<file path="src/design/dtaa_pkg.sv">
package dtaa_pkg;

  // Input sample and angle widths.
  localparam int IN_W  = 16;
  localparam int ANG_W = 9;

  // Averaging window and the running sum that covers it.
  localparam int WINDOW = 8;
  localparam int SLOT_W = (WINDOW > 1) ? $clog2(WINDOW) : 1;
  localparam int SUM_W  = ANG_W + $clog2(WINDOW);

  // Division by the window as a multiply by a rounded-up reciprocal.
  localparam int DIV_K     = SUM_W + 8;
  localparam int DIV_RECIP = ((1 << DIV_K) + WINDOW - 1) / WINDOW;

  // CORDIC sizing: samples are prescaled by 2^14, the angle accumulator
  // holds degrees with 16 fraction bits.
  localparam int CORDIC_STEPS = 20;
  localparam int STEP_W       = $clog2(CORDIC_STEPS);
  localparam int PRESCALE_SH  = 14;
  localparam int FRAC_BITS    = 16;
  localparam int XY_W         = 34;
  localparam int ACC_W        = 26;

  // Angles that come out directly for the special operand cases.
  localparam logic signed [ANG_W-1:0] ANG_ZERO = ANG_W'(0);
  localparam logic signed [ANG_W-1:0] ANG_P45  = ANG_W'(45);
  localparam logic signed [ANG_W-1:0] ANG_M45  = ANG_W'(-45);
  localparam logic signed [ANG_W-1:0] ANG_P90  = ANG_W'(90);
  localparam logic signed [ANG_W-1:0] ANG_M90  = ANG_W'(-90);
  localparam logic signed [ANG_W-1:0] ANG_P135 = ANG_W'(135);
  localparam logic signed [ANG_W-1:0] ANG_M135 = ANG_W'(-135);
  localparam logic signed [ANG_W-1:0] ANG_P180 = ANG_W'(180);
  localparam logic signed [ANG_W-1:0] ANG_M180 = ANG_W'(-180);

  // Controller to datapath commands.
  typedef struct packed {
    logic load;
    logic step;
    logic angle;
    logic ring;
    logic div;
  } dtaa_cmd_t;

  // Datapath to controller status.
  typedef struct packed {
    logic last_step;
  } dtaa_status_t;

  // atan(2^-i) in degrees with 16 fraction bits.
  function automatic logic signed [ACC_W-1:0] atan_entry(input logic [STEP_W-1:0] idx);
    logic signed [ACC_W-1:0] val;
    unique case (idx)
      5'd0:    val = ACC_W'(2949120);
      5'd1:    val = ACC_W'(1740967);
      5'd2:    val = ACC_W'(919879);
      5'd3:    val = ACC_W'(466945);
      5'd4:    val = ACC_W'(234379);
      5'd5:    val = ACC_W'(117304);
      5'd6:    val = ACC_W'(58666);
      5'd7:    val = ACC_W'(29335);
      5'd8:    val = ACC_W'(14668);
      5'd9:    val = ACC_W'(7334);
      5'd10:   val = ACC_W'(3667);
      5'd11:   val = ACC_W'(1833);
      5'd12:   val = ACC_W'(917);
      5'd13:   val = ACC_W'(458);
      5'd14:   val = ACC_W'(229);
      5'd15:   val = ACC_W'(115);
      5'd16:   val = ACC_W'(57);
      5'd17:   val = ACC_W'(29);
      5'd18:   val = ACC_W'(14);
      5'd19:   val = ACC_W'(7);
      default: val = '0;
    endcase
    return val;
  endfunction

endpackage

</file>
<file path="src/design/dtaa_cordic_lane.sv">
module dtaa_cordic_lane import dtaa_pkg::*; (
  input  logic                     clk,
  input  logic signed [IN_W-1:0]   num,
  input  logic signed [IN_W-1:0]   den,
  input  logic                     load,
  input  logic                     step,
  input  logic [STEP_W-1:0]        step_idx,
  output logic signed [ANG_W-1:0]  deg
);

  localparam int DEG_W = ACC_W - FRAC_BITS + 1;
  localparam logic signed [ACC_W-1:0] ACC_P90 = ACC_W'(90 * 65536);
  localparam logic signed [DEG_W-1:0] DEG_MAX = DEG_W'(180);
  localparam logic signed [DEG_W-1:0] DEG_MIN = DEG_W'(-180);

  logic signed [IN_W:0]        num_w;
  logic signed [IN_W:0]        den_w;
  logic        [IN_W:0]        num_abs;
  logic        [IN_W:0]        den_abs;
  logic signed [IN_W:0]        x_init;
  logic signed [IN_W:0]        y_init;
  logic signed [ACC_W-1:0]     acc_init;
  logic                        fix_hit;
  logic signed [ANG_W-1:0]     fix_val;

  logic signed [XY_W-1:0]      x;
  logic signed [XY_W-1:0]      y;
  logic signed [ACC_W-1:0]     acc;
  logic                        fixed;
  logic signed [ANG_W-1:0]     fix_ang;

  logic signed [XY_W-1:0]      xs;
  logic signed [XY_W-1:0]      ys;
  logic [ACC_W-1:0]            acc_mag;
  logic [ACC_W-FRAC_BITS-1:0]  whole;
  logic signed [DEG_W-1:0]     deg_w;

  assign num_w   = (IN_W+1)'(num);
  assign den_w   = (IN_W+1)'(den);
  assign num_abs = num_w[IN_W] ? (IN_W+1)'(-num_w) : (IN_W+1)'(num_w);
  assign den_abs = den_w[IN_W] ? (IN_W+1)'(-den_w) : (IN_W+1)'(den_w);

  // Special operands give the angle at once; a left half plane vector is
  // turned by a quarter turn so that the iterations start with x positive.
  always_comb begin
    fix_hit  = 1'b1;
    fix_val  = ANG_ZERO;
    x_init   = den_w;
    y_init   = num_w;
    acc_init = '0;
    priority if (num_w == '0) begin
      fix_val = den_w[IN_W] ? ANG_P180 : ANG_ZERO;
    end else if (den_w == '0) begin
      fix_val = num_w[IN_W] ? ANG_M90 : ANG_P90;
    end else if (num_abs == den_abs) begin
      if (!den_w[IN_W]) begin
        fix_val = num_w[IN_W] ? ANG_M45 : ANG_P45;
      end else begin
        fix_val = num_w[IN_W] ? ANG_M135 : ANG_P135;
      end
    end else begin
      fix_hit = 1'b0;
    end
    if (den_w[IN_W]) begin
      if (!num_w[IN_W]) begin
        x_init   = num_w;
        y_init   = -den_w;
        acc_init = ACC_P90;
      end else begin
        x_init   = -num_w;
        y_init   = den_w;
        acc_init = -ACC_P90;
      end
    end
  end

  assign xs = x >>> step_idx;
  assign ys = y >>> step_idx;

  // One vectoring iteration per step; y is driven toward zero.
  always_ff @(posedge clk) begin
    if (load) begin
      x       <= XY_W'(x_init) <<< PRESCALE_SH;
      y       <= XY_W'(y_init) <<< PRESCALE_SH;
      acc     <= acc_init;
      fixed   <= fix_hit;
      fix_ang <= fix_val;
    end else if (step) begin
      if (!y[XY_W-1] && (y != '0)) begin
        x   <= x + ys;
        y   <= y - xs;
        acc <= acc + atan_entry(step_idx);
      end else begin
        x   <= x - ys;
        y   <= y + xs;
        acc <= acc - atan_entry(step_idx);
      end
    end
  end

  // Whole degrees truncated toward zero, then clamped to a half turn.
  assign acc_mag = acc[ACC_W-1] ? ACC_W'(-acc) : ACC_W'(acc);
  assign whole   = acc_mag[ACC_W-1:FRAC_BITS];
  assign deg_w   = acc[ACC_W-1] ? -$signed({1'b0, whole}) : $signed({1'b0, whole});

  always_comb begin
    priority if (fixed) begin
      deg = fix_ang;
    end else if (deg_w > DEG_MAX) begin
      deg = ANG_P180;
    end else if (deg_w < DEG_MIN) begin
      deg = ANG_M180;
    end else begin
      deg = ANG_W'(deg_w);
    end
  end

endmodule

</file>
<file path="src/design/dtaa_datapath.sv">
module dtaa_datapath import dtaa_pkg::*; (
  input  logic                     clk,
  input  logic                     rst,
  input  dtaa_cmd_t                cmd,
  output dtaa_status_t             status,
  input  logic signed [IN_W-1:0]   accel_x,
  input  logic signed [IN_W-1:0]   accel_y,
  input  logic signed [IN_W-1:0]   accel_z,
  output logic signed [ANG_W-1:0]  roll_degrees,
  output logic signed [ANG_W-1:0]  pitch_degrees
);

  localparam int PROD_W = SUM_W + DIV_K + 1;

  logic [STEP_W-1:0]        step_cnt;
  logic signed [ANG_W-1:0]  roll_deg;
  logic signed [ANG_W-1:0]  pitch_deg;

  logic signed [ANG_W-1:0]  roll_ring [WINDOW];
  logic signed [ANG_W-1:0]  pitch_ring [WINDOW];
  logic [SLOT_W-1:0]        slot;
  logic                     primed;
  logic                     wrapped;

  logic signed [ANG_W-1:0]  roll_ang;
  logic signed [ANG_W-1:0]  pitch_ang;
  logic signed [ANG_W-1:0]  roll_old;
  logic signed [ANG_W-1:0]  pitch_old;
  logic signed [ANG_W-1:0]  roll_first;
  logic signed [ANG_W-1:0]  pitch_first;
  logic signed [ANG_W-1:0]  roll_leave;
  logic signed [ANG_W-1:0]  pitch_leave;
  logic signed [SUM_W-1:0]  roll_sum;
  logic signed [SUM_W-1:0]  pitch_sum;

  // Sum over the window divided by its length, truncated toward zero.
  function automatic logic signed [ANG_W-1:0] window_avg(input logic signed [SUM_W-1:0] s);
    logic [SUM_W-1:0]  mag;
    logic [PROD_W-1:0] prod;
    logic [SUM_W-1:0]  q;
    mag  = s[SUM_W-1] ? SUM_W'(-s) : SUM_W'(s);
    prod = PROD_W'(mag) * PROD_W'(DIV_RECIP);
    q    = prod[DIV_K +: SUM_W];
    return s[SUM_W-1] ? ANG_W'(-q) : ANG_W'(q);
  endfunction

  dtaa_cordic_lane u_roll (
    .clk      (clk),
    .num      (accel_y),
    .den      (accel_z),
    .load     (cmd.load),
    .step     (cmd.step),
    .step_idx (step_cnt),
    .deg      (roll_deg)
  );

  dtaa_cordic_lane u_pitch (
    .clk      (clk),
    .num      (accel_x),
    .den      (accel_z),
    .load     (cmd.load),
    .step     (cmd.step),
    .step_idx (step_cnt),
    .deg      (pitch_deg)
  );

  // Iteration counter shared by both lanes.
  always_ff @(posedge clk) begin
    if (rst) begin
      step_cnt <= '0;
    end else if (cmd.load) begin
      step_cnt <= '0;
    end else if (cmd.step) begin
      step_cnt <= step_cnt + 1'b1;
    end
  end

  assign status.last_step = (step_cnt == STEP_W'(CORDIC_STEPS - 1));

  // Ring position and fill state. Until the ring wraps once, the angle that
  // leaves the window is the first angle, not the slot's content.
  always_ff @(posedge clk) begin
    if (rst) begin
      slot    <= '0;
      primed  <= 1'b0;
      wrapped <= 1'b0;
    end else if (cmd.ring) begin
      primed <= 1'b1;
      if (slot == SLOT_W'(WINDOW - 1)) begin
        slot    <= '0;
        wrapped <= 1'b1;
      end else begin
        slot <= slot + 1'b1;
      end
    end
  end

  // Ring storage: one registered read and one write per item.
  always_ff @(posedge clk) begin
    if (cmd.angle) begin
      roll_old  <= roll_ring[slot];
      pitch_old <= pitch_ring[slot];
    end
    if (cmd.ring) begin
      roll_ring[slot]  <= roll_ang;
      pitch_ring[slot] <= pitch_ang;
    end
  end

  assign roll_leave  = wrapped ? roll_old : roll_first;
  assign pitch_leave = wrapped ? pitch_old : pitch_first;

  // Angle capture, running window sums and the averaged beat.
  always_ff @(posedge clk) begin
    if (cmd.angle) begin
      roll_ang  <= roll_deg;
      pitch_ang <= pitch_deg;
    end
    if (cmd.ring) begin
      if (!primed) begin
        roll_first  <= roll_ang;
        pitch_first <= pitch_ang;
        roll_sum    <= SUM_W'(roll_ang * WINDOW);
        pitch_sum   <= SUM_W'(pitch_ang * WINDOW);
      end else begin
        roll_sum  <= roll_sum - SUM_W'(roll_leave) + SUM_W'(roll_ang);
        pitch_sum <= pitch_sum - SUM_W'(pitch_leave) + SUM_W'(pitch_ang);
      end
    end
    if (cmd.div) begin
      roll_degrees  <= window_avg(roll_sum);
      pitch_degrees <= window_avg(pitch_sum);
    end
  end

endmodule

</file>
<file path="src/design/dtaa_ctrl.sv">
module dtaa_ctrl import dtaa_pkg::*; (
  input  logic          clk,
  input  logic          rst,
  input  logic          in_valid,
  output logic          in_stall,
  output logic          out_valid,
  input  logic          out_stall,
  input  dtaa_status_t  status,
  output dtaa_cmd_t     cmd
);

  typedef enum logic [2:0] {
    ST_IDLE,
    ST_ITER,
    ST_ANGLE,
    ST_RING,
    ST_DIV
  } state_t;

  state_t state;
  logic   out_free;

  assign in_stall = (state != ST_IDLE);
  assign out_free = !out_valid || !out_stall;

  // Commands follow the state; the result register is loaded only when free.
  always_comb begin
    cmd.load  = (state == ST_IDLE) && in_valid;
    cmd.step  = (state == ST_ITER);
    cmd.angle = (state == ST_ANGLE);
    cmd.ring  = (state == ST_RING);
    cmd.div   = (state == ST_DIV) && out_free;
  end

  // Sequencer and output valid.
  always_ff @(posedge clk) begin
    if (rst) begin
      state     <= ST_IDLE;
      out_valid <= 1'b0;
    end else begin
      unique case (state)
        ST_IDLE: begin
          if (in_valid) begin
            state <= ST_ITER;
          end
        end
        ST_ITER: begin
          if (status.last_step) begin
            state <= ST_ANGLE;
          end
        end
        ST_ANGLE: begin
          state <= ST_RING;
        end
        ST_RING: begin
          state <= ST_DIV;
        end
        ST_DIV: begin
          if (out_free) begin
            state <= ST_IDLE;
          end
        end
        default: begin
          state <= ST_IDLE;
        end
      endcase
      if (cmd.div) begin
        out_valid <= 1'b1;
      end else if (!out_stall) begin
        out_valid <= 1'b0;
      end
    end
  end

endmodule

</file>
<file path="src/design/dual_tilt_angle_averager.sv">
// Each sample runs the 20 CORDIC iterations that both angle lanes do side
// by side, one iteration per cycle, then the angle, ring and divide states.
// No new sample is taken until the result is in the output register.
// A finished result waits in the output register while the next sample runs.
// Reset (synchronous, active high) empties the window; the first sample then
// fills the whole window with its own angles.
module dual_tilt_angle_averager import dtaa_pkg::*; (
  input  logic                     clk,
  input  logic                     rst,
  input  logic                     in_valid,
  output logic                     in_stall,
  input  logic signed [IN_W-1:0]   accel_x,
  input  logic signed [IN_W-1:0]   accel_y,
  input  logic signed [IN_W-1:0]   accel_z,
  output logic                     out_valid,
  input  logic                     out_stall,
  output logic signed [ANG_W-1:0]  roll_degrees,
  output logic signed [ANG_W-1:0]  pitch_degrees
);

  dtaa_cmd_t    cmd;
  dtaa_status_t status;

  dtaa_ctrl u_ctrl (
    .clk       (clk),
    .rst       (rst),
    .in_valid  (in_valid),
    .in_stall  (in_stall),
    .out_valid (out_valid),
    .out_stall (out_stall),
    .status    (status),
    .cmd       (cmd)
  );

  dtaa_datapath u_dp (
    .clk           (clk),
    .rst           (rst),
    .cmd           (cmd),
    .status        (status),
    .accel_x       (accel_x),
    .accel_y       (accel_y),
    .accel_z       (accel_z),
    .roll_degrees  (roll_degrees),
    .pitch_degrees (pitch_degrees)
  );

endmodule

</file>
<file path="config.mk">
export PLATFORM = sky130hd
export DESIGN_NAME = dual_tilt_angle_averager
export DESIGN_NICKNAME = d
export VERILOG_FILES = /design/src/design/dtaa_pkg.sv /design/src/design/dtaa_cordic_lane.sv /design/src/design/dtaa_datapath.sv /design/src/design/dtaa_ctrl.sv /design/src/design/dual_tilt_angle_averager.sv
export SDC_FILE = /design/constraint.sdc
export NUM_CORES = 2
export LEC_CHECK = 0
export ABC_AREA = 1
export BUFFER_PORTS_ARGS = -buffer_cell sky130_fd_sc_hd__buf_2
export CORE_ASPECT_RATIO = 1.2
export CORE_UTILIZATION = 30
export CTS_CLUSTER_SIZE = 8
export DETAILED_ROUTE_END_ITERATION = 12
export PLACE_DENSITY_LB_ADDON = 0.15
export SLEW_MARGIN = 25
export SYNTH_ARGS = -nofsm -noshare
export SYNTH_HDL_FRONTEND = slang
export SYNTH_SLANG_ARGS = --single-unit
</file>
<file path="constraint.sdc">
create_clock -name clk -period 6.31 [get_ports clk]
set_input_delay 0.631 -clock clk [delete_from_list [all_inputs] [get_ports clk]]
set_output_delay 0.631 -clock clk [all_outputs]
set_load 0.01 [all_outputs]
</file>
# [Word-level counts from Yosys, hierarchy flattened]
# Memory sizes are Yosys's and may differ from the RTL's. A register that Yosys moved wholly into a read port is not among the register bits.
# Cells that the tools add are included.
[word_totals] word_cells=204 romBits=2816 reg_bits=300 ramBits=144 memories=6
[mem_list] name="(no name shown)" depth=32 width=22 read_ports=1 rd_clocked_by_memory_dff=1 wr=0 line="dtaa_pkg.sv:53" source="unique case (idx)"
[mem_list] name="(no name shown)" depth=32 width=22 read_ports=1 rd_clocked_by_memory_dff=1 wr=0 line="dtaa_pkg.sv:53"
[mem_list] name="(no name shown)" depth=32 width=22 read_ports=1 rd_clocked_by_memory_dff=1 wr=0 line="dtaa_pkg.sv:53"
[mem_list] name="(no name shown)" depth=32 width=22 read_ports=1 rd_clocked_by_memory_dff=1 wr=0 line="dtaa_pkg.sv:53"
[mem_list] name="u_dp.pitch_ring" depth=8 width=9 read_ports=1 rd_clocked_by_memory_dff=1 wr=1 line="dtaa_datapath.sv:20" source="logic signed [ANG_W-1:0] pitch_ring [WINDOW];"
[mem_list] name="u_dp.roll_ring" depth=8 width=9 read_ports=1 rd_clocked_by_memory_dff=1 wr=1 line="dtaa_datapath.sv:19" source="logic signed [ANG_W-1:0] roll_ring [WINDOW];"
[classes] addsub=29 n_eq_ne=12 reduce_logical=23 n_shift=4 n_bitwise=1 n_lt_le_gt_ge=4 n_mux=95
[op_table] op="$mux 26" n=24
[op_table] op="$mux 34" n=12
[op_table] op="$mux 9" n=24
[op_table] op="$mux 17" n=9
[op_table] op="$add 34x34->34" n=4
[op_table] op="$sshr 34x5->34" n=4
[op_table] op="$sub 34x34->34" n=4
[op_table] op="$reduce_bool 34->1" n=2
[op_table] op="$add 26x26->26" n=2
[op_table] op="$neg 26->26" n=2
[op_table] op="$sub 26x26->26" n=2
[op_table] op="$logic_not 17->1" n=3
[op_table] op="$neg 16->17" n=3
[op_table] op="$mux 12" n=4
[op_table] op="$mux 5" n=8
[op_table] op="$eq 17x17->1" n=2
[op_table] op="$add 12x9->12" n=2
[op_table] op="$neg 12->12" n=2
[op_table] op="$sub 12x9->12" n=2
[op_table] op="$gt 11x9->1 const B" n=2
[op_table] op="$lt 11x9->1 const B" n=2
[op_table] op="$mux 11" n=2
[op_table] op="$neg 10->11" n=2
[op_table] op="$neg 9->9" n=2
[op_table] op="22 further kinds" n=43

# [Logic depth before layout (Yosys ltp)]
[depth] word_depth=9 ltp_mapped=36 mapped_depth_nobuf=34

# [Modules after synthesis]
# A second synthesis with hierarchy kept.
[hier_totals] hier_cells=7110 hier_area_um2=46887.5
[by_module_without_submodules] mod="dtaa_cordic_lane at u_dp.u_pitch" cells_per_inst=3008 n_inst=1 area_each_um2=17478.0 seq_area_each_um2=2842.7
[by_module_without_submodules] mod="dtaa_cordic_lane at u_dp.u_roll" cells_per_inst=2964 n_inst=1 area_each_um2=17287.8 seq_area_each_um2=2842.7
[by_module_without_submodules] mod="dtaa_datapath" cells_per_inst=1102 n_inst=1 area_each_um2=11896.4 seq_area_each_um2=7407.1
[by_module_without_submodules] mod="dtaa_ctrl" cells_per_inst=36 n_inst=1 area_each_um2=225.2 seq_area_each_um2=80.1

# [Worst setup path before layout]
# Ideal clock, no wire load.
[synth_timing] path_kind="input-to-reg" from="input in_valid" to="register u_dp.u_pitch.acc[0] (enable)" n_path_buf=1 arrival_time_ns=5.019 path_slack_ns=0.743 required_time_ns=5.762 cell_stages=5 cell_sequence="inv_1 -> nor2_1 -> inv_2 -> nand2_1 -> clkbuf_1"
[synth_via] elab_chain_len=2
[synth_rtl] element="start, declared" line="dual_tilt_angle_averager.sv:10" source="input logic in_valid,"
[synth_rtl] element="$logic_and 1x1->1" line="dtaa_ctrl.sv:28" source="cmd.load = (state == ST_IDLE) && in_valid;"
[synth_rtl] element="$reduce_bool 2->1 (no source line)"
[synth_rtl] element="end signal, assigned" line="dtaa_cordic_lane.sv:85" source="acc <= acc_init;"
[synth_rtl] element="end signal, assigned" line="dtaa_cordic_lane.sv:92" source="acc <= acc + atan_entry(step_idx);"
[synth_rtl] element="end signal, assigned" line="dtaa_cordic_lane.sv:96" source="acc <= acc - atan_entry(step_idx);"
[synth_rtl] element="end, declared" line="dtaa_cordic_lane.sv:28" source="logic signed [ACC_W-1:0] acc;"
# Every way passes these cells.
# A chain may end at the register's enable or synchronous reset.

# [Worst setup path after layout]
[layout_timing] from="register u_dp.step_cnt[0]" to="register u_dp.u_pitch.x[29], data pin"
[layout_via] elab_chain_len=5 word_cells_on_any_way=6 cone_classes="add/sub: 2; shift: 1; mux: 3"
[layout_rtl] element="start, declared" line="dtaa_datapath.sv:15" source="logic [STEP_W-1:0] step_cnt;"
[layout_rtl] element="start signal, assigned" line="dtaa_datapath.sv:74" source="step_cnt <= step_cnt + 1'b1;"
[layout_rtl] element="$sshr 34x5->34 *" line="dtaa_cordic_lane.sv:78" source="assign ys = y >>> step_idx;"
[layout_rtl] element="$sub 34x34->34 / $add 34x34->34 (equally long branches)" line="dtaa_cordic_lane.sv:94, dtaa_cordic_lane.sv:90"
[layout_rtl] element="$mux 34 *" line="dtaa_cordic_lane.sv:89" source="if (!y[XY_W-1] && (y != '0)) begin"
[layout_rtl] element="$mux 34 *" line="dtaa_cordic_lane.sv:88" source="end else if (step) begin"
[layout_rtl] element="$mux 34 *" line="dtaa_cordic_lane.sv:82" source="if (load) begin"
[layout_rtl] element="end signal, assigned" line="dtaa_cordic_lane.sv:83" source="x <= XY_W'(x_init) <<< PRESCALE_SH;"
[layout_rtl] element="end signal, assigned" line="dtaa_cordic_lane.sv:90" source="x <= x + ys;"
[layout_rtl] element="end signal, assigned" line="dtaa_cordic_lane.sv:94" source="x <= x - ys;"
[layout_rtl] element="end, declared" line="dtaa_cordic_lane.sv:26" source="logic signed [XY_W-1:0] x;"
# Mark *: on every way between the ends. The rest lies on a longest branch, timed or not. The select of a mux whose other input is x is not followed.

==> results by group <==
Run status
  – Status: finished, final reports clean

Pwr
  – PwrDens: 639 nW/um2
  – Leak: 23.4 nW
  – Maximum vdd drop: 0.444 mV
  – Total power: 0.0323 W

Yosys
  – Synthesized area per cell: 6.72 um2
  – Dominant cells by area after synthesis: edfxtp_1 (26%), nand2_1 (16%), nand3_1 (6.6%)
  – Count leader, synth: nand2_1
  – Main synth FF type: edfxtp_1
  – Distinct cells, synth: 63
  – Synthesized Nets: 7098
  – Post-synth EDFFs: 392
  – Top-area cell type share of the netlist area: 25.8%
  – Mapped Cells: 6782
  – Ys async rst share: 0%
  – Synthesized area: 45500 um2
  – Syn. warnings: 0
  – Synth cell count leaders: nand2_1 (1904), inv_1 (791), nand3_1 (604)
  – Number of synthesized register bits: 484
  – Yosys top cell by area: edfxtp_1
  – Seq/Total Area, Yosys: 29.9%

Cells and area
  – Nets: 7091
  – Fin util: 33.6%
  – Share of post-route cells with drive strength above 1: 5.51%
  – Area Growth Syn to Fin: 11.1%
  – Non-filler cells in the finished layout: 8805

Place
  – Post-DP HPWL: 143 mm
  – I/O Buffers: 71
  – Final GP Congestion: 0.956
  – Post-Place Cells: 8673

Detailed routing
  – Drt initial violations: 3594
  – Final antenna-violating net count: 0
  – Max Used Layer: met5
  – Detail Route met2 WL: 88.6 mm
  – Number of vias per cell: 5.21
  – Initial DRT Pass Iterations: 6
  – Vias: 45900
  – Routed length per instance: 20.6 um
  – Drt drc: 0
  – DRT met1 WL: 77.9 mm
  – Final wirelength: 182 mm
  – Wire length on met3: 8.06 mm

Clock tree
  – Setup Buffers After CTS: 0
  – Worst-Skew Late Latency: 0.70 ns
  – CTS Root Cell: clkbuf_16
  – Post-CTS Hold Buffers: 0
  – Clock Tree Buf Depth: 3
  – Quantity of gates resized following cts: 0
  – CTS Buf Count: 74
  – H-tree depth: 3
  – TritonCTS clock tree: done
  – Clock-pin slew reported for the worst setup and hold paths after clock tree synthesis: 0.06 ns
  – CTS Sinks: 484

Critical path
  – Crit-path most repeated cell: nand2_1
  – WP data required: 6.72 ns
  – Crit Path Max Fanout: 47
  – Crit end category: flop
  – Crit path max-delay cell type: dfxtp_4
  – Arrival time worst endpoint: 6.24 ns
  – Setup Crit Path Kind: flop to flop
  – Max stage delay on crit path: 0.58 ns
  – Crit start category: flop

GRT
  – Largest net degree at the start of global routing: 75
  – First-pass GRT wire length: 272 mm
  – Vias in the first global route: 44300
  – Initial antenna violation count: 22
  – Total track usage: 23.3%
  – GRT Residual Overflow: 0

Floorplanning
  – Total die area: 153000 um2
  – I/O Pins: 72
  – # rows: 156
  – Core box area: 151000 um2
  – Starting Density: 30.2%
  – Die Ht: 429 um
  – Die Wd: 358 um

STA
  – Fin crit share: 92.4%
  – Min cycle time layout: 5.83 ns
  – FMAX: 171 MHz
  – RSZ-0062 raised after global routing: no
  – Max_slew headroom: 31.0%
  – Clock skew: 0.0491 ns
  – Worst Tran Pin Value: 1.03 ns
  – Max Transition Viols Final: 0
  – # setup viols final: 0
  – Final Hold Viols: 0
  – TNS Setup: 0 ns

Flow run
  – Max_cap viols: 0

Hold path
  – Hold WC Path Type: input pin to flop
where the power goes:
| group | leakage, nW | switching [W] | internal (W) |
|---|---|---|---|
| registers | 4.46 | 0.00116 | 0.00460 |
| clock network | 1.08 | 0.00164 | 0.00229 |
| logic | 17.9 | 0.0152 | 0.00748 |
per-layer routing:
layer / vias to the layer above / GRT usage (%)
met5: - / 0
met4: 4 / 9.06
met3: 300 / 2.46
met2: 1231 / 40.6
met1: 21500 / 29.1
li1: 22800 / -
worst paths after layout:
| path | to | startpoint | slack [ns] | cells after the start |
|---|---|---|---|---|
| setup / recovery | u_dp.u_pitch.x[29] | u_dp.step_cnt[0] | 0.48 | 31 |
| hold / removal | u_ctrl.out_valid | out_stall | 0.28 | 3 |
| setup reg to reg | u_dp.u_pitch.x[29] | u_dp.step_cnt[0] | 0.48 | 31 |
| hold reg to reg | u_dp.u_pitch.x[0] | u_dp.u_pitch.x[0] | 0.50 | 2 |
cell usage in the layout, fill, tap and decap left out, types with 16 or more instances in the layout:
master        n
o211ai_1     31
clkbuf_16    75
o22ai_1      31
nand4_1      95
buf_2        71
o21ai_1      86
nand3_1     604
nor4_1       33
a32oi_1      16
buf_4        89
nor2_2       18
a221oi_1     27
ha_1        236
xnor2_1      98
nand2_1    1901
xor2_1      203
inv_1       788
a22oi_1      20
a21o_1       27
o221ai_1     20
dfxtp_1      87
a21oi_1     452
nor2_1      470
inv_2        18
o21a_1       19
or2_2        25
o21ai_0     495
a31oi_1      49
edfxtp_1    392
nand3b_1     25
fa_1         28
clkbuf_1     34
nor3_1       72
cells by family (layout without fill, tap and decap cells):
kind of cell | count (synthesis) | count (layout) | share of synthesized area (%)
AO/OA/AOI/OAI | 1359 | 1359 | 16.8
XOR/XNOR | 301 | 301 | 5.79
adder cells (fa/ha/maj) | 264 | 264 | 7.71
buffers and inverters | 1073 | 1116 | 9.23
flip-flops | 484 | 484 | 29.9
multiplexers | 3 | 3 | 0.0659
other | 0 | 5 | 0
AND/OR/NAND/NOR | 3298 | 3298 | 30.5
cell type report:
type / instances / area, um2
Timing Repair Buffer: 174 / 1300
Clock buffer: 115 / 2090
Tap cell: 1975 / 2470
Inverter: 816 / 3070
Multi-Input combinational cell: 5225 / 27900
Clock inverter: 11 / 183
Antenna cell: 5 / 12.5
Sequential cell: 484 / 13600
Fill cell: 16600 / 100000
worst max-delay path: cells and delay by family (launching register included):
family                     cells  cell delay, ns
and+or+nand+nor               14            1.61
DFF                            1            0.58
buffers and inverters          6            0.80
xor gates and xnor gates       2            0.25
AOI/OAI and AO/OA              7            1.73
adders and majority gates      2            0.51
sequential cells by signal (all words and copies together) (netlist names), 12 cells and up, named ones only:
name              count
u_dp.roll_sum        12
u_dp.u_pitch.acc     26
u_dp.u_roll.y        34
u_dp.pitch_sum       12
u_dp.u_roll.x        34
u_dp.u_roll.acc      26
u_dp.u_pitch.y       34
u_dp.pitch_ring      72
u_dp.u_pitch.x       34
u_dp.roll_ring       72
metrics by stage:
step	hold WS [ns]	cell area, um2	setup slack [ns]
6_report	0.275	50600	0.479
5_1_grt	0.282	50600	0.0277
4_1_cts	0.198	50600	0.469
3_5_place_dp	0.493	48300	0.528
3_3_place_gp	0.490	48300	0.536
2_1_floorplan	0.460	45500	0.743
Note: power is estimated with default switching activity, not from simulation.
